===== config.mk =====
export PLATFORM = sky130hd
export DESIGN_NAME = camera_crop_decimate_threshold_top_flat
export DESIGN_NICKNAME = d
export VERILOG_FILES = /design/src/ccdt_pkg.sv /design/src/ccdt_if.sv /design/src/ccdt_cfg.sv /design/src/ccdt_track.sv /design/src/ccdt_proc.sv /design/src/camera_crop_decimate_threshold_top.sv /design/src/flat_wrapper.sv
export SDC_FILE = /design/constraint.sdc
export NUM_CORES = 1
export LEC_CHECK = 0
export BUFFER_PORTS_ARGS = -buffer_cell sky130_fd_sc_hd__buf_2
export CORE_MARGIN = 3
export CORE_UTILIZATION = 55
export CTS_CLUSTER_SIZE = 14
export DETAILED_ROUTE_END_ITERATION = 10
export PLACE_DENSITY = 0.77
export SETUP_SLACK_MARGIN = 0.15
export SLEW_MARGIN = 20
export SYNTH_ARGS = -nofsm -noshare
export SYNTH_HDL_FRONTEND = slang
export SYNTH_HIERARCHICAL = 1
export SYNTH_SLANG_ARGS = --single-unit

===== constraint.sdc =====
create_clock -name clk -period 8.74 [get_ports clk]
set_clock_uncertainty 0.05 [all_clocks]
set_input_delay 0.437 -clock clk [delete_from_list [all_inputs] [get_ports clk]]
set_output_delay 0.437 -clock clk [all_outputs]
set_load 0.05 [all_outputs]

===== src/ccdt_pkg.sv =====
// Package for the camera crop, decimate and threshold block.
// Field widths, crop window constants, register indexes and the shared structs.
// No dependencies.
`default_nettype none

package ccdt_pkg;

    // Field widths
    localparam int PIX_W    = 8;
    localparam int ADDR_W   = 13;
    localparam int LINE_W   = 6;    // display line, 0..59
    localparam int COLH_W   = 7;    // display column, 0..79
    localparam int CFG_W    = 8;    // widest configuration register
    localparam int CFG_IDX_W = 2;

    // Default frame geometry
    localparam int FRAME_ROWS_DEF = 144;
    localparam int FRAME_COLS_DEF = 176;

    // Position compares run at this width; it covers counters up to 4095
    localparam int CMP_W = 12;

    // Crop window: odd rows 13..131, odd columns 9..167
    localparam logic [CMP_W-1:0] ROW_LO   = 12'd11;
    localparam logic [CMP_W-1:0] ROW_HI   = 12'd132;
    localparam logic [CMP_W-1:0] COL_LO   = 12'd7;
    localparam logic [CMP_W-1:0] COL_HI   = 12'd168;
    localparam logic [CMP_W-1:0] ROW_BASE = 12'd12;
    localparam logic [CMP_W-1:0] COL_BASE = 12'd9;
    localparam logic [CMP_W-1:0] LAST_ROW = 12'd13;
    localparam logic [CMP_W-1:0] LAST_COL = 12'd167;

    localparam logic [PIX_W-1:0] PIX_WHITE = 8'hFF;
    localparam logic [PIX_W-1:0] PIX_BLACK = 8'h00;

    // Configuration register indexes
    typedef enum logic [CFG_IDX_W-1:0] {
        CFG_MODE = 2'd0,
        CFG_LOW  = 2'd1,
        CFG_HIGH = 2'd2
    } cfg_idx_t;

    // Configuration register contents
    typedef struct packed {
        logic             mode;     // 1: threshold and track min/max
        logic [PIX_W-1:0] low;
        logic [PIX_W-1:0] high;
    } cfg_t;

    // Tracker stage to pixel stage
    typedef struct packed {
        logic              keep;    // pixel lies in the crop grid
        logic              clr;     // frame start seen on this beat
        logic              last;    // last kept pixel of the frame
        logic [PIX_W-1:0]  pixel;
        logic [ADDR_W-1:0] addr;
    } trk_t;

endpackage

`default_nettype wire


===== src/ccdt_if.sv =====
// Channel interfaces: camera pixel beats in, display write beats out.
// Depends on ccdt_pkg.
`default_nettype none

interface ccdt_pix_if;
    logic                       valid;
    logic                       ready;
    logic [ccdt_pkg::PIX_W-1:0] pixel_value;
    logic                       frame_start;
    logic                       line_start;

    modport source (output valid, output pixel_value, output frame_start,
                    output line_start, input ready);
    modport sink   (input valid, input pixel_value, input frame_start,
                    input line_start, output ready);
endinterface

interface ccdt_res_if;
    logic                        valid;
    logic                        ready;
    logic [ccdt_pkg::ADDR_W-1:0] write_addr;
    logic [ccdt_pkg::PIX_W-1:0]  write_data;
    logic [ccdt_pkg::PIX_W-1:0]  min_level;
    logic [ccdt_pkg::PIX_W-1:0]  max_level;
    logic                        frame_done;

    modport source (output valid, output write_addr, output write_data,
                    output min_level, output max_level, output frame_done,
                    input ready);
    modport sink   (input valid, input write_addr, input write_data,
                    input min_level, input max_level, input frame_done,
                    output ready);
endinterface

`default_nettype wire


===== src/ccdt_cfg.sv =====
// Configuration registers: mode and threshold window, write only.
// Depends on ccdt_pkg.
`default_nettype none

module ccdt_cfg (
    input  wire logic                           clk,
    input  wire logic                           rst_n,
    input  wire logic                           cfg_we,
    input  wire logic [ccdt_pkg::CFG_IDX_W-1:0] cfg_index,
    input  wire logic [ccdt_pkg::CFG_W-1:0]     cfg_wdata,
    output ccdt_pkg::cfg_t                      cfg
);

    ccdt_pkg::cfg_t cfg_reg;
    ccdt_pkg::cfg_t cfg_next;

    // Address decode
    always_comb
    begin
        cfg_next = cfg_reg;
        if (cfg_we)
        begin
            unique case (ccdt_pkg::cfg_idx_t'(cfg_index))
                ccdt_pkg::CFG_MODE: cfg_next.mode = cfg_wdata[0];
                ccdt_pkg::CFG_LOW:  cfg_next.low  = cfg_wdata[ccdt_pkg::PIX_W-1:0];
                ccdt_pkg::CFG_HIGH: cfg_next.high = cfg_wdata[ccdt_pkg::PIX_W-1:0];
                default:            cfg_next = cfg_reg;
            endcase
        end
    end

    always_ff @(posedge clk or negedge rst_n)
    begin
        if (!rst_n)
        begin
            cfg_reg.mode <= 1'b1;
            cfg_reg.low  <= ccdt_pkg::PIX_BLACK;
            cfg_reg.high <= ccdt_pkg::PIX_WHITE;
        end
        else
        begin
            cfg_reg <= cfg_next;
        end
    end

    assign cfg = cfg_reg;

endmodule

`default_nettype wire


===== src/ccdt_track.sv =====
// Frame tracker: row/column counters, crop and decimation test, display address.
// Registers a beat for each accepted pixel that is kept or starts a frame. Depends on ccdt_pkg.
`default_nettype none

module ccdt_track #(
    parameter int FRAME_ROWS = ccdt_pkg::FRAME_ROWS_DEF,
    parameter int FRAME_COLS = ccdt_pkg::FRAME_COLS_DEF
) (
    input  wire logic       clk,
    input  wire logic       rst_n,
    ccdt_pix_if.sink        pixel,
    output logic            trk_valid,
    output ccdt_pkg::trk_t  trk,
    input  wire logic       trk_ready
);

    localparam int RW = $clog2(FRAME_ROWS);
    localparam int CW = $clog2(FRAME_COLS + 1);   // column saturates at FRAME_COLS
    localparam logic [RW-1:0] ROW_TOP  = RW'(FRAME_ROWS - 1);
    localparam logic [CW-1:0] COL_END  = CW'(FRAME_COLS);

    logic [RW-1:0] row_reg, row_next;
    logic [CW-1:0] col_reg, col_next;
    logic          over_reg, over_next;
    logic          valid_reg, valid_next;
    ccdt_pkg::trk_t trk_reg, trk_next;

    logic          accept;
    logic          live;
    logic          in_line;
    logic          keep;
    logic [RW-1:0] pos_row;
    logic [CW-1:0] pos_col;
    logic [ccdt_pkg::CMP_W-1:0] row_x, col_x, row_off, col_off;

    assign pixel.ready = !valid_reg || trk_ready;
    assign accept      = pixel.valid && pixel.ready;

    // Position of this pixel after frame and line starts
    always_comb
    begin
        pos_row   = row_reg;
        pos_col   = col_reg;
        live      = 1'b0;
        over_next = over_reg;
        if (pixel.frame_start)
        begin
            pos_row   = ROW_TOP;
            pos_col   = '0;
            over_next = 1'b0;
            live      = 1'b1;
        end
        else if (!over_reg)
        begin
            if (pixel.line_start && row_reg == '0)
            begin
                over_next = 1'b1;
            end
            else
            begin
                if (pixel.line_start)
                begin
                    pos_row = row_reg - 1'b1;
                    pos_col = '0;
                end
                live = 1'b1;
            end
        end
    end

    // Crop grid test and address
    always_comb
    begin
        in_line = live && (pos_col < COL_END);
        row_x   = {{(ccdt_pkg::CMP_W - RW){1'b0}}, pos_row};
        col_x   = {{(ccdt_pkg::CMP_W - CW){1'b0}}, pos_col};
        row_off = row_x - ccdt_pkg::ROW_BASE;
        col_off = col_x - ccdt_pkg::COL_BASE;
        keep    = in_line && row_x[0] && col_x[0]
                  && (row_x > ccdt_pkg::ROW_LO) && (row_x < ccdt_pkg::ROW_HI)
                  && (col_x > ccdt_pkg::COL_LO) && (col_x < ccdt_pkg::COL_HI);
    end

    // Counter and stage register update
    always_comb
    begin
        row_next = row_reg;
        col_next = col_reg;
        trk_next = trk_reg;
        valid_next = (valid_reg && !trk_ready) ? 1'b1 : 1'b0;
        if (accept)
        begin
            if (live)
            begin
                row_next = pos_row;
                col_next = in_line ? pos_col + 1'b1 : pos_col;
            end
            valid_next     = pixel.frame_start || keep;
            trk_next.keep  = keep;
            trk_next.clr   = pixel.frame_start;
            trk_next.last  = (row_x == ccdt_pkg::LAST_ROW) && (col_x == ccdt_pkg::LAST_COL);
            trk_next.pixel = pixel.pixel_value;
            trk_next.addr  = {row_off[ccdt_pkg::LINE_W:1], col_off[ccdt_pkg::COLH_W:1]};
        end
    end

    always_ff @(posedge clk or negedge rst_n)
    begin
        if (!rst_n)
        begin
            row_reg   <= ROW_TOP;
            col_reg   <= '0;
            over_reg  <= 1'b1;
            valid_reg <= 1'b0;
        end
        else
        begin
            row_reg   <= row_next;
            col_reg   <= col_next;
            over_reg  <= accept ? over_next : over_reg;
            valid_reg <= valid_next;
        end
    end

    // Payload, no reset
    always_ff @(posedge clk)
    begin
        trk_reg <= trk_next;
    end

    assign trk_valid = valid_reg;
    assign trk       = trk_reg;

endmodule

`default_nettype wire


===== src/ccdt_proc.sv =====
// Pixel stage: threshold window, frame min/max, output register.
// Depends on ccdt_pkg and ccdt_res_if.
`default_nettype none

module ccdt_proc (
    input  wire logic           clk,
    input  wire logic           rst_n,
    input  wire ccdt_pkg::cfg_t cfg,
    input  wire logic           trk_valid,
    input  wire ccdt_pkg::trk_t trk,
    output logic                trk_ready,
    ccdt_res_if.source          result
);

    logic [ccdt_pkg::PIX_W-1:0] min_reg, min_next;
    logic [ccdt_pkg::PIX_W-1:0] max_reg, max_next;
    logic                       out_valid_reg, out_valid_next;
    logic [ccdt_pkg::ADDR_W-1:0] addr_reg, addr_next;
    logic [ccdt_pkg::PIX_W-1:0] data_reg, data_next;
    logic                       done_reg, done_next;

    logic                       out_free;
    logic                       go;
    logic                       in_window;
    logic [ccdt_pkg::PIX_W-1:0] min_base, max_base;

    // Beats that write nothing never wait for the output slot
    assign out_free  = !out_valid_reg || result.ready;
    assign trk_ready = !trk.keep || out_free;
    assign go        = trk_valid && trk_ready;

    // Threshold and running statistics
    always_comb
    begin
        in_window = (trk.pixel >= cfg.low) && (trk.pixel <= cfg.high);
        min_base  = (trk.clr && cfg.mode) ? ccdt_pkg::PIX_WHITE : min_reg;
        max_base  = (trk.clr && cfg.mode) ? ccdt_pkg::PIX_BLACK : max_reg;
        min_next  = min_reg;
        max_next  = max_reg;
        addr_next = addr_reg;
        data_next = data_reg;
        done_next = done_reg;
        out_valid_next = out_valid_reg && !result.ready;
        if (go)
        begin
            min_next = min_base;
            max_next = max_base;
            if (trk.keep)
            begin
                if (cfg.mode)
                begin
                    if (trk.pixel < min_base)
                        min_next = trk.pixel;
                    if (trk.pixel > max_base)
                        max_next = trk.pixel;
                    data_next = in_window ? ccdt_pkg::PIX_WHITE : ccdt_pkg::PIX_BLACK;
                end
                else
                begin
                    data_next = trk.pixel;
                end
                addr_next      = trk.addr;
                done_next      = trk.last;
                out_valid_next = 1'b1;
            end
        end
    end

    always_ff @(posedge clk or negedge rst_n)
    begin
        if (!rst_n)
        begin
            min_reg       <= ccdt_pkg::PIX_WHITE;
            max_reg       <= ccdt_pkg::PIX_BLACK;
            out_valid_reg <= 1'b0;
        end
        else
        begin
            min_reg       <= min_next;
            max_reg       <= max_next;
            out_valid_reg <= out_valid_next;
        end
    end

    // Output payload, no reset
    always_ff @(posedge clk)
    begin
        addr_reg <= addr_next;
        data_reg <= data_next;
        done_reg <= done_next;
    end

    // Levels show the statistics after the written pixel; they only move on a write
    logic [ccdt_pkg::PIX_W-1:0] min_out_reg, max_out_reg;

    always_ff @(posedge clk)
    begin
        if (go && trk.keep)
        begin
            min_out_reg <= min_next;
            max_out_reg <= max_next;
        end
    end

    assign result.valid      = out_valid_reg;
    assign result.write_addr = addr_reg;
    assign result.write_data = data_reg;
    assign result.min_level  = min_out_reg;
    assign result.max_level  = max_out_reg;
    assign result.frame_done = done_reg;

endmodule

`default_nettype wire


===== src/camera_crop_decimate_threshold_top.sv =====
// Camera crop, decimate and threshold block: top level.
// Depends on ccdt_pkg, ccdt_if, ccdt_cfg, ccdt_track, ccdt_proc.
//
// Usage
//   pixel  : camera beats (pixel_value, frame_start, line_start), valid/ready.
//   result : display writes (write_addr, write_data, min_level, max_level,
//            frame_done), valid/ready. Only pixels on odd rows 13..131 and odd
//            columns 9..167 give a write; all others are absorbed.
//   cfg_*  : write-only registers (mode, window low, window high), written
//            while no beat is in flight.
//   Path: a write passes the tracker register, then the output register, after
//            its pixel is accepted.
//   Throughput: one pixel per cycle while pixel.ready is high; the tracker counters
//            update in the accepting cycle, so back-to-back beats flow without gaps.
//   Reset: counters wait for a frame start, min/max go to 255/0, the
//            registers to threshold mode with the full window, no write pending.
//   Stall: when result.ready is low a pending write holds; one more beat sits
//            in the tracker, and pixel.ready drops only when that beat is
//            itself a write. Beats giving no write never stall.
`default_nettype none

module camera_crop_decimate_threshold_top #(
    parameter int FRAME_ROWS = ccdt_pkg::FRAME_ROWS_DEF,
    parameter int FRAME_COLS = ccdt_pkg::FRAME_COLS_DEF
) (
    input  wire logic                           clk,
    input  wire logic                           rst_n,
    ccdt_pix_if.sink                            pixel,
    ccdt_res_if.source                          result,
    input  wire logic                           cfg_we,
    input  wire logic [ccdt_pkg::CFG_IDX_W-1:0] cfg_index,
    input  wire logic [ccdt_pkg::CFG_W-1:0]     cfg_wdata
);

    ccdt_pkg::cfg_t cfg;
    ccdt_pkg::trk_t trk;
    logic           trk_valid;
    logic           trk_ready;

    ccdt_cfg u_cfg (
        .clk       (clk),
        .rst_n     (rst_n),
        .cfg_we    (cfg_we),
        .cfg_index (cfg_index),
        .cfg_wdata (cfg_wdata),
        .cfg       (cfg)
    );

    ccdt_track #(
        .FRAME_ROWS (FRAME_ROWS),
        .FRAME_COLS (FRAME_COLS)
    ) u_track (
        .clk       (clk),
        .rst_n     (rst_n),
        .pixel     (pixel),
        .trk_valid (trk_valid),
        .trk       (trk),
        .trk_ready (trk_ready)
    );

    ccdt_proc u_proc (
        .clk       (clk),
        .rst_n     (rst_n),
        .cfg       (cfg),
        .trk_valid (trk_valid),
        .trk       (trk),
        .trk_ready (trk_ready),
        .result    (result)
    );

endmodule

`default_nettype wire


===== src/flat_wrapper.sv =====
// flat-port wrapper written by rule: the top's interface ports become plain ports
module camera_crop_decimate_threshold_top_flat 
#(
    parameter int FRAME_ROWS = ccdt_pkg::FRAME_ROWS_DEF,
    parameter int FRAME_COLS = ccdt_pkg::FRAME_COLS_DEF
)
  (clk, rst_n, cfg_we, cfg_index, cfg_wdata, pixel_valid, pixel_pixel_value, pixel_frame_start, pixel_line_start, pixel_ready, result_valid, result_write_addr, result_write_data, result_min_level, result_max_level, result_frame_done, result_ready);
  ccdt_pix_if pixel_i ();
  ccdt_res_if result_i ();
  input  wire logic clk;
  input  wire logic rst_n;
  input  wire logic cfg_we;
  input  wire logic [ccdt_pkg::CFG_IDX_W-1:0] cfg_index;
  input  wire logic [ccdt_pkg::CFG_W-1:0] cfg_wdata;
  input wire logic [$bits(pixel_i.valid)-1:0] pixel_valid;
  input wire logic [$bits(pixel_i.pixel_value)-1:0] pixel_pixel_value;
  input wire logic [$bits(pixel_i.frame_start)-1:0] pixel_frame_start;
  input wire logic [$bits(pixel_i.line_start)-1:0] pixel_line_start;
  output wire logic [$bits(pixel_i.ready)-1:0] pixel_ready;
  output wire logic [$bits(result_i.valid)-1:0] result_valid;
  output wire logic [$bits(result_i.write_addr)-1:0] result_write_addr;
  output wire logic [$bits(result_i.write_data)-1:0] result_write_data;
  output wire logic [$bits(result_i.min_level)-1:0] result_min_level;
  output wire logic [$bits(result_i.max_level)-1:0] result_max_level;
  output wire logic [$bits(result_i.frame_done)-1:0] result_frame_done;
  input wire logic [$bits(result_i.ready)-1:0] result_ready;
  assign pixel_i.valid = pixel_valid;
  assign pixel_i.pixel_value = pixel_pixel_value;
  assign pixel_i.frame_start = pixel_frame_start;
  assign pixel_i.line_start = pixel_line_start;
  assign pixel_ready = pixel_i.ready;
  assign result_valid = result_i.valid;
  assign result_write_addr = result_i.write_addr;
  assign result_write_data = result_i.write_data;
  assign result_min_level = result_i.min_level;
  assign result_max_level = result_i.max_level;
  assign result_frame_done = result_i.frame_done;
  assign result_i.ready = result_ready;
  camera_crop_decimate_threshold_top #(.FRAME_ROWS(FRAME_ROWS), .FRAME_COLS(FRAME_COLS)) u_core (.clk(clk), .rst_n(rst_n), .pixel(pixel_i), .result(result_i), .cfg_we(cfg_we), .cfg_index(cfg_index), .cfg_wdata(cfg_wdata));
endmodule

Word level (Yosys, flattened, before mapping)
Cells that the tools add are included.

Mux-type cells: 31. Multiply operators: 0. $lt $le $gt $ge: 9. Shift operators: 0. Reduce and logical (&&, ||, !) cells: 32. Div/mod/pow operators: 0. Eq/ne operators: 4. Add/sub/neg operators: 4. Bitwise logic cells: 0.

Operator list (number): 2-to-1 mux 8 bit (21); < comparator 8 bit (second input constant) (3); logical AND 1 bit (16); 2-to-1 mux 1 bit (10); AND reduction 2 bit (5); adder 8 x 1 -> 8 bit (second input constant) (1); == test 8 x 4 -> 1 bit (second input constant) (1); == test 8 bit (second input constant) (1); >= comparator 8 bit (1); greater-than comparator 8 x 3 -> 1 bit (second input constant) (1); greater-than comparator 8 x 4 -> 1 bit (second input constant) (1); greater-than comparator 8 bit (1); less-or-equal comparator 8 bit (1); logical NOT 8 bit (1); < comparator 8 bit (1); subtractor 8 x 1 -> 8 bit (second input constant) (1); subtractor 8 x 4 -> 8 bit (second input constant) (1); subtractor 7 x 4 -> 7 bit (second input constant) (1); logical NOT 1 bit (5); logical OR 1 bit (4); == test 2 x 1 -> 1 bit (second input constant) (1); == test 2 bit (second input constant) (1); logical NOT 2 bit (1).

ROM bits: 0. Latch bits: 0. Word-level logic and storage cells: 100. Memory bits (writable): 0. Register bits: 114. Memories: 0.

Longest topological paths before layout
Gate-level depths: netlist of the first run.

Depth after elaboration: 15. Gate-level depth with buffers: 13.

Modules after synthesis
Netlist of the first run, hierarchy kept.

By module, submodules not included: ccdt_proc (area each 2727.6 um^2, times used 1, seq. area each 1576.5 um^2, cells each 213); ccdt_track (area each 2230.9 um^2, times used 1, seq. area each 1178.6 um^2, cells each 214); ccdt_cfg (area each 675.6 um^2, times used 1, seq. area each 436.7 um^2, cells each 37).

Worst setup path after synthesis of the first run
OpenSTA, ideal clock, no wires.

Kind: register to register. From: reg u_core.u_proc.out_valid_reg (netlist: u_core/u_proc/result.valid). To: reg u_core.u_track.col_reg[6]. Setup time: 70 ps. Path slack: 5228 ps. Period minus slack after synthesis: 3512 ps. Buffers on the path: 1. Stages on the path, launching flop included: 9. Arrival time: 3392 ps. Cell sequence: dfrtp_1 nand3b_1 nand2b_1 and2_1 clkbuf_1 o21ai_1 or3_1 or4_1 nand3_1.

Longest elaborated chain between the ends: 6.

RTL lines: from (decl) (line ccdt_proc.sv:17) `logic out_valid_reg, out_valid_next;`; from (signal assigned) (line ccdt_proc.sv:81) `out_valid_reg <= out_valid_next;`; logical NOT 1 bit (line ccdt_proc.sv:28) `assign out_free = !out_valid_reg || result.ready;`; logical OR 1 bit (line ccdt_proc.sv:28); logical OR 1 bit (line ccdt_proc.sv:29) `assign trk_ready = !trk.keep || out_free;`; named net u_core.trk_ready (line camera_crop_decimate_threshold_top.sv:38) `logic trk_ready;`; logical OR 1 bit (line ccdt_track.sv:36) `assign pixel.ready = !valid_reg || trk_ready;`; named net pixel_ready (line flat_wrapper.sv:19) `output wire logic [$bits(pixel_i.ready)-1:0] pixel_ready;`; logical AND 1 bit (line ccdt_track.sv:37) `assign accept = pixel.valid && pixel.ready;`; named net u_core.u_track.accept (line ccdt_track.sv:28) `logic accept;`; AND reduction 2 bit (no line); to (signal assigned) (line ccdt_track.sv:119) `col_reg <= col_next;`; to (decl) (line ccdt_track.sv:23) `logic [CW-1:0] col_reg, col_next;`.

The timed path passes the listed nets, and every way through them passes these cells. A chain may end at the register's enable or synchronous reset.

Worst setup path after layout of the first run
From: reg u_core.u_track.row_reg[0]. To: reg u_core.u_track.trk_reg (netlist bit u_core/u_track/trk[5]) (data pin).

Longest elaborated chain between the ends: 6.

RTL lines: from (decl) (line ccdt_track.sv:22) `logic [RW-1:0] row_reg, row_next;`; from (signal assigned) (line ccdt_track.sv:118) `row_reg <= row_next;`; logical NOT 8 bit (line ccdt_track.sv:55) `if (pixel.line_start && row_reg == '0)`; logical AND 1 bit (line ccdt_track.sv:55); 2-to-1 mux 8 bit (line ccdt_track.sv:55); 2-to-1 mux 8 bit (line ccdt_track.sv:53) `else if (!over_reg)`; 2-to-1 mux 8 bit (line ccdt_track.sv:46) `if (pixel.frame_start)`; subtractor 8 x 4 -> 8 bit (line ccdt_track.sv:78) `col_off = col_x - ccdt_pkg::COL_BASE;`; named net u_core.u_track.col_off (one bit) (line ccdt_track.sv:34) `logic [ccdt_pkg::CMP_W-1:0] row_x, col_x, row_off, col_off;`; to (signal assigned) (line ccdt_track.sv:128) `trk_reg <= trk_next;`; to (decl) (line ccdt_track.sv:26) `ccdt_pkg::trk_t trk_reg, trk_next;`.

The timed path passes the listed nets, and every way through them passes these cells.

==> flow_summary_export.csv, run 1 <==
group,metric,value,unit
run_status,status,"finished, final reports clean",
power,p_comb_share,16.8,%
synth,synth_cell_types,58,
cells_and_area,syn_to_final_growth,17.85,%
place,hpwl,8.192,mm
floorplanning,coreArea,9864,sq um
grt,antenna_found_initial,0,
grt,grt_max_degree,53,
synth,synth.top_cells.by_area,"edfxtp_1 33%, dfrtp_1 13%, dfstp_2 11%",
grt,grt_usage,22.09,%
synth,synth_area_leader_cell,"edfxtp_1",
worst_setup_path,end_kind,"register",
power,p_sw,419.6,uW
timing,slew_viol_final,0,
place,place_ws,5465,ps
timing,worst-slew-pin-transition,1058,ps
grt,grt_pass1_wl,19.53,mm
timing,setup_tns,0,ps
routing,wl_per_cell,17.52,microns
timing,setup_violations,0,
power,p_int,1162,uW
worst_setup_path,critPathArrivalTime,3590,ps
synth,yosysSeqAreaShare,56.65,%
place,io_buffers,64,
cells_and_area,final_cell_mix,"64 x buf_2, 62 x edfxtp_1, 38 x ha_1",
clock_network,h-tree-depth,4,
worst_setup_path,critPathMaxStageDelay,540,ps
cells_and_area,drive_above_1_share,26.50,%
cells_and_area,fill_cells,719,
routing,drc,0,
power,power_density,238.2,nW/um^2
worst_setup_path,worstPathCellList,"inv_1 -> ha_1 -> nor3b_1 -> a21boi_1 -> nor2_1 -> nand2_1 -> ha_1 -> inv_1 -> o21ai_0 -> nor3b_1 -> xnor2_1 -> nand2_1",
synth,synth_nets,527,
floorplanning,num_rows,36,
clock_network,cts_tree,"done",
grt,grt_overflow,0,
synth,synth_edf_count,62,
worst_setup_path,critPathKind,"reg -> reg",
job,drv_cap,0,
worst_hold_path,hold_start,"pixel_pixel_value[1]",
clock_network,cts_num_sinks,114,
routing,drtAntennaViolNets,0,
worst_setup_path,critPathTopFamily,"simple AND/OR/NAND/NOR gates",
clock_network,worstSkewPairLatency,510,ps
worst_setup_path,crit_buf_inv,2,
clock_network,clk_pin_slew_worst_paths,60,ps
routing,wirelength,11.98,mm
cells_and_area,nNetsFinal,601,
cells_and_area,instances_no_fill,684,
place,gp_congestion,0.9208,
cells_and_area,multi_input_area,2258,sq um
timing,fin_ws,5324,ps
place,place_inst,651,
floorplanning,boundaryPins,65,
timing,hold_viol,0,
clock_network,clockBufferDepth,2,
power,leakagePower,0.002748,uW
synth,async_flop_share,45.61,%
routing,drt_iter0_drc,212,
timing,layout_min_cycle_time,3416,ps
worst_setup_path,worstReg2RegStart,"u_core/u_track/row_reg[0]",
timing,timing.fmax,292.8,MHz
synth,synthesis.instances,464,
synth,avgSynthCellArea,12.14,sq um
routing,dr.pass1.iters,5,
timing,rsz0062_at_grt,"false",
worst_setup_path,cp.required,8920,ps
floorplanning,die_w,107.2,microns
synth,yosys_warnings,6,
synth,synth_top_area_share,33.04,%
cells_and_area,antenna_cells,0,
cells_and_area,final_common_cell,"buf_2",
cells_and_area,register_area,3192,sq um
timing,fin_crit_sh,39.08,%
routing,via_per_inst,5.785,
power,ir_worst_vdd,0.1105,mV
timing,relSlewSlack,28.99,%
worst_setup_path,critPathLaunch,"u_core/u_track/row_reg[0]",
synth,netlist_area,5634,sq um
synth,ys_ff_latch,114,
clock_network,cts_buffers,17,
worst_hold_path,min_path_type,"in -> reg",
floorplanning,die-height,107.2,microns
power,switching_share,26.53,%
worst_setup_path,cpMaxStageDelayCell,"nor2_1",
clock_network,cts_resized,0,
timing,fin_hold_ws,52.76,ps
power,p_clk_share,38.8,%
floorplanning,initial_core_util,57.12,%
worst_setup_path,crit_path_start_kind,"register",
routing,vias,3957,
floorplanning,die_area,11490,sq um
grt,grt_pass1_vias,4104,
clock_network,cts-root-buf,"clkbuf_8",
worst_setup_path,crit_path_max_fanout,11,
synth,synth_top_flop_cell,"edfxtp_1",
cells_and_area,largest_register_ffs,24,
power,seq_power_share,44.4,%
cell type report:
cell class / instances / share of cell area [%]
Tap cell: 133 / 2.506
Clock buffer: 26 / 7.198
Clock inverter: 6 / 0.8668
Sequential cell: 114 / 48.07
Timing Repair Buffer: 68 / 5.314
Multi-Input combinational cell: 301 / 34.01
Inverter: 36 / 2.035
cell usage after synthesis, types with 4 or more instances:
library cell / count
nor3b_1: 5
inv_1: 36
nand2_1: 35
mux2_2: 19
nand4_1: 12
clkbuf_1: 12
dfrtp_1: 29
and2_1: 4
nor2_1: 33
nor2b_1: 6
nor3_1: 6
dfstp_2: 23
nand3_1: 7
ha_1: 38
a21o_1: 5
xnor2_1: 9
a22o_1: 9
o21ai_0: 25
a21oi_1: 16
mux2i_1: 9
nor4_1: 4
o211ai_1: 5
edfxtp_1: 62
cell families (layout without fill, tap and decap cells):
kind of cell / count (synthesis) / count (layout) / share of synthesized area (%)
simple gates: 133 / 133 / 12.72
flops: 114 / 114 / 56.65
compound gates: 91 / 91 / 11.82
buf+inv: 49 / 136 / 3.264
fa+ha+maj: 38 / 38 / 8.439
mux: 28 / 28 / 5.397
xor+xnor: 11 / 11 / 1.710
power by group through the flow:
stage	Clock (uW)	Combinational [uW]	Sequential, uW
2_1_floorplan	0	176	715
3_3_place_gp	0	243	707
3_5_place_dp	0	258	707
4_1_cts	627	263	701
5_1_grt	649	294	708
6_report	614	265	702
routing by layer:
layer,share of wire [%],GRT usage (%),vias to the layer above
met5,0,0,-
met4,2.1,8.493,0
met3,4.5,6.261,22
met2,53,38.61,112
met1,40,25.66,1956
li1,-,-,1867
path summary, 6_finish.rpt:
check / endpoint / slack (ps) / cells after the start
setup / recovery: u_core/u_track/trk[5] / 5320 / 12
hold / removal: u_core/u_track/trk[14] / 50 / 1
setup reg to reg: u_core/u_track/trk[5] / 5320 / 12
hold reg to reg: u_core/u_proc/result.write_addr[7] / 370 / 0
max in group asynchronous: u_core/u_proc/max_reg[4] / 7640 / 3
min in group asynchronous: u_core/u_track/col_reg[1] / 530 / 3
stage by stage:
stage | instance area, sq um | power, uW | utilization, %
detailed placement | 6095 | 965.3 | 61.78
global route | 6640 | 1651 | 67.31
finish | 6640 | 1582 | 67.31
CTS | 6640 | 1591 | 67.31
floorplan | 5634 | 890.4 | -
global placement | 6095 | 949.2 | 61.78
timing repair:
item | CTS | global route
setup buffers | 0 | 0
hold buffers | 1 | 0
endpoints found under the hold margin | 5 | 0
No activity file was read; power rests on OpenSTA's default activity.
==> run 2: changes to the inputs <==
==> constraint.sdc (replaced) <==
create_clock -name clk -period 3.3 [get_ports clk]
set_clock_uncertainty 0.05 [all_clocks]
set_input_delay 0.165 -clock clk [delete_from_list [all_inputs] [get_ports clk]]
set_output_delay 0.165 -clock clk [all_outputs]
set_load 0.05 [all_outputs]
==> flow_summary_export.csv, run 2 (same netlist as run 1, synthesis figures left out) <==
group,metric,value,unit
run_status,status,"finished, final reports clean",
timing,slew_viol_final,0,
cells_and_area,instances_no_fill,708,
worst_setup_path,critPathKind,"reg -> reg",
power,ir_worst_vdd,0.3348,mV
clock_network,cts_buffers,17,
routing,dr.pass1.iters,5,
place,hpwl,8.360,mm
floorplanning,die_w,107.2,microns
routing,drc,0,
cells_and_area,syn_to_final_growth,21.72,%
routing,wl_per_cell,16.97,microns
grt,grt_pass1_wl,19.69,mm
power,leakagePower,0.002857,uW
routing,drtAntennaViolNets,0,
place,gp_congestion,0.8726,
power,seq_power_share,45.0,%
timing,worst-slew-pin-transition,713.2,ps
floorplanning,initial_core_util,57.12,%
worst_setup_path,crit_path_start_kind,"register",
timing,rsz0062_at_grt,"false",
clock_network,cts_tree,"done",
worst_setup_path,crit_path_max_fanout,7,
cells_and_area,drive_above_1_share,27.83,%
routing,via_per_inst,5.633,
grt,antenna_found_initial,0,
cells_and_area,antenna_cells,0,
power,p_comb_share,17.6,%
grt,grt_overflow,0,
clock_network,worstSkewPairLatency,510,ps
clock_network,h-tree-depth,4,
cells_and_area,largest_register_ffs,24,
job,drv_cap,0,
cells_and_area,nNetsFinal,625,
place,io_buffers,64,
grt,grt_usage,22.48,%
worst_setup_path,end_kind,"register",
cells_and_area,multi_input_area,2271,sq um
timing,fin_crit_sh,89.55,%
grt,grt_pass1_vias,4101,
floorplanning,coreArea,9864,sq um
place,place_inst,656,
floorplanning,die_area,11490,sq um
routing,vias,3988,
cells_and_area,register_area,3192,sq um
cells_and_area,fill_cells,681,
power,p_int,2995,uW
power,switching_share,27.30,%
timing,fin_hold_ws,46.96,ps
clock_network,cts-root-buf,"clkbuf_8",
clock_network,clockBufferDepth,2,
timing,timing.fmax,338.4,MHz
power,p_clk_share,37.5,%
timing,hold_viol,0,
cells_and_area,final_cell_mix,"64 x buf_2, 62 x edfxtp_1, 38 x ha_1",
clock_network,cts_num_sinks,114,
routing,wirelength,12.02,mm
floorplanning,die-height,107.2,microns
floorplanning,num_rows,36,
worst_hold_path,min_path_type,"in -> reg",
worst_setup_path,critPathArrivalTime,3150,ps
floorplanning,boundaryPins,65,
timing,setup_violations,0,
timing,layout_min_cycle_time,2955,ps
timing,setup_tns,0,ps
grt,grt_max_degree,31,
worst_setup_path,cp.required,3500,ps
cells_and_area,final_common_cell,"buf_2",
routing,drt_iter0_drc,235,
timing,relSlewSlack,52.45,%
clock_network,clk_pin_slew_worst_paths,60,ps
power,p_sw,1124,uW
power,power_density,600.6,nW/um^2
## run 2: timing repair
| item | CTS | global route |
|---|---|---|
| hold buffers | 20 | 0 |
| endpoints found under the hold margin | 45 | 0 |
| cloned | 0 | 0 |
| resized for setup | 2 | 1 |
| endpoints found under the setup margin | 2 | 4 |
| setup buffers | 0 | 0 |
## run 2: cell type report
| cell class | count | share of cell area, % |
|---|---|---|
| flip-flops and latches | 114 | 46.54 |
| multi-input cells | 301 | 33.11 |
| repair buffers | 92 | 8.466 |
| clock buffers | 21 | 6.550 |
| well taps | 133 | 2.427 |
| inverters | 36 | 1.970 |
| clock inverters | 11 | 0.9305 |
## run 2: path summary, 6_finish.rpt
| kind | start | endpoint | slack (ps) | cells past startpoint |
|---|---|---|---|---|
| max in group asynchronous | rst_n | u_core/u_cfg/cfg[5] | 2180 | 3 |
| max | u_core/u_track/row_reg[0] | u_core/u_track/trk[5] | 340 | 12 |
| max reg2reg | u_core/u_track/row_reg[0] | u_core/u_track/trk[5] | 340 | 12 |
| min reg2reg | u_core/u_track/trk[6] | u_core/u_proc/result.write_addr[6] | 360 | 0 |
| min | pixel_frame_start | u_core/u_track/over_reg | 50 | 2 |
| min in group asynchronous | rst_n | u_core/u_track/col_reg[5] | 190 | 2 |
## run 2: power by group through the flow
stage / logic, uW / registers (uW) / clock network (uW)
5_1_grt: 805 / 1870 / 1650
3_5_place_dp: 695 / 1870 / 0
2_1_floorplan: 465 / 1890 / 0
3_3_place_gp: 659 / 1860 / 0
4_1_cts: 720 / 1850 / 1580
6_report: 724 / 1850 / 1540
## run 2: per-layer routing
layer	wire length (microns)	global-route usage, %	vias to the layer above
li1	-	-	1914
met1	4969	26.25	1962
met2	6367	38.38	98
met3	511	6.201	14
met4	170	10.41	0
met5	0	0	-
## run 2: worst max-delay path, cell delays in order (launching register included)
cell,delay [ps]
dfstp_2,580
inv_1,100
ha_1,220
nor3b_2,200
a21boi_2,270
nor2_1,170
nand2_1,130
ha_1,190
inv_1,40
o21ai_0,230
nor3b_1,290
xnor2_1,150
nand2_1,60
## run 2: per-stage QoR
step                      cell area [sq um]  setup WS [ps]  utilization, %  total power (uW)
after detailed placement               6132          126.0           62.16              2563
after floorplan                        5635          263.7               -              2358
after global routing                   6858          176.0           69.52              4320
final                                  6858          344.7           69.52              4119
after global placement                 6132          353.4           62.16              2521
after CTS                              6854          217.3           69.48              4152
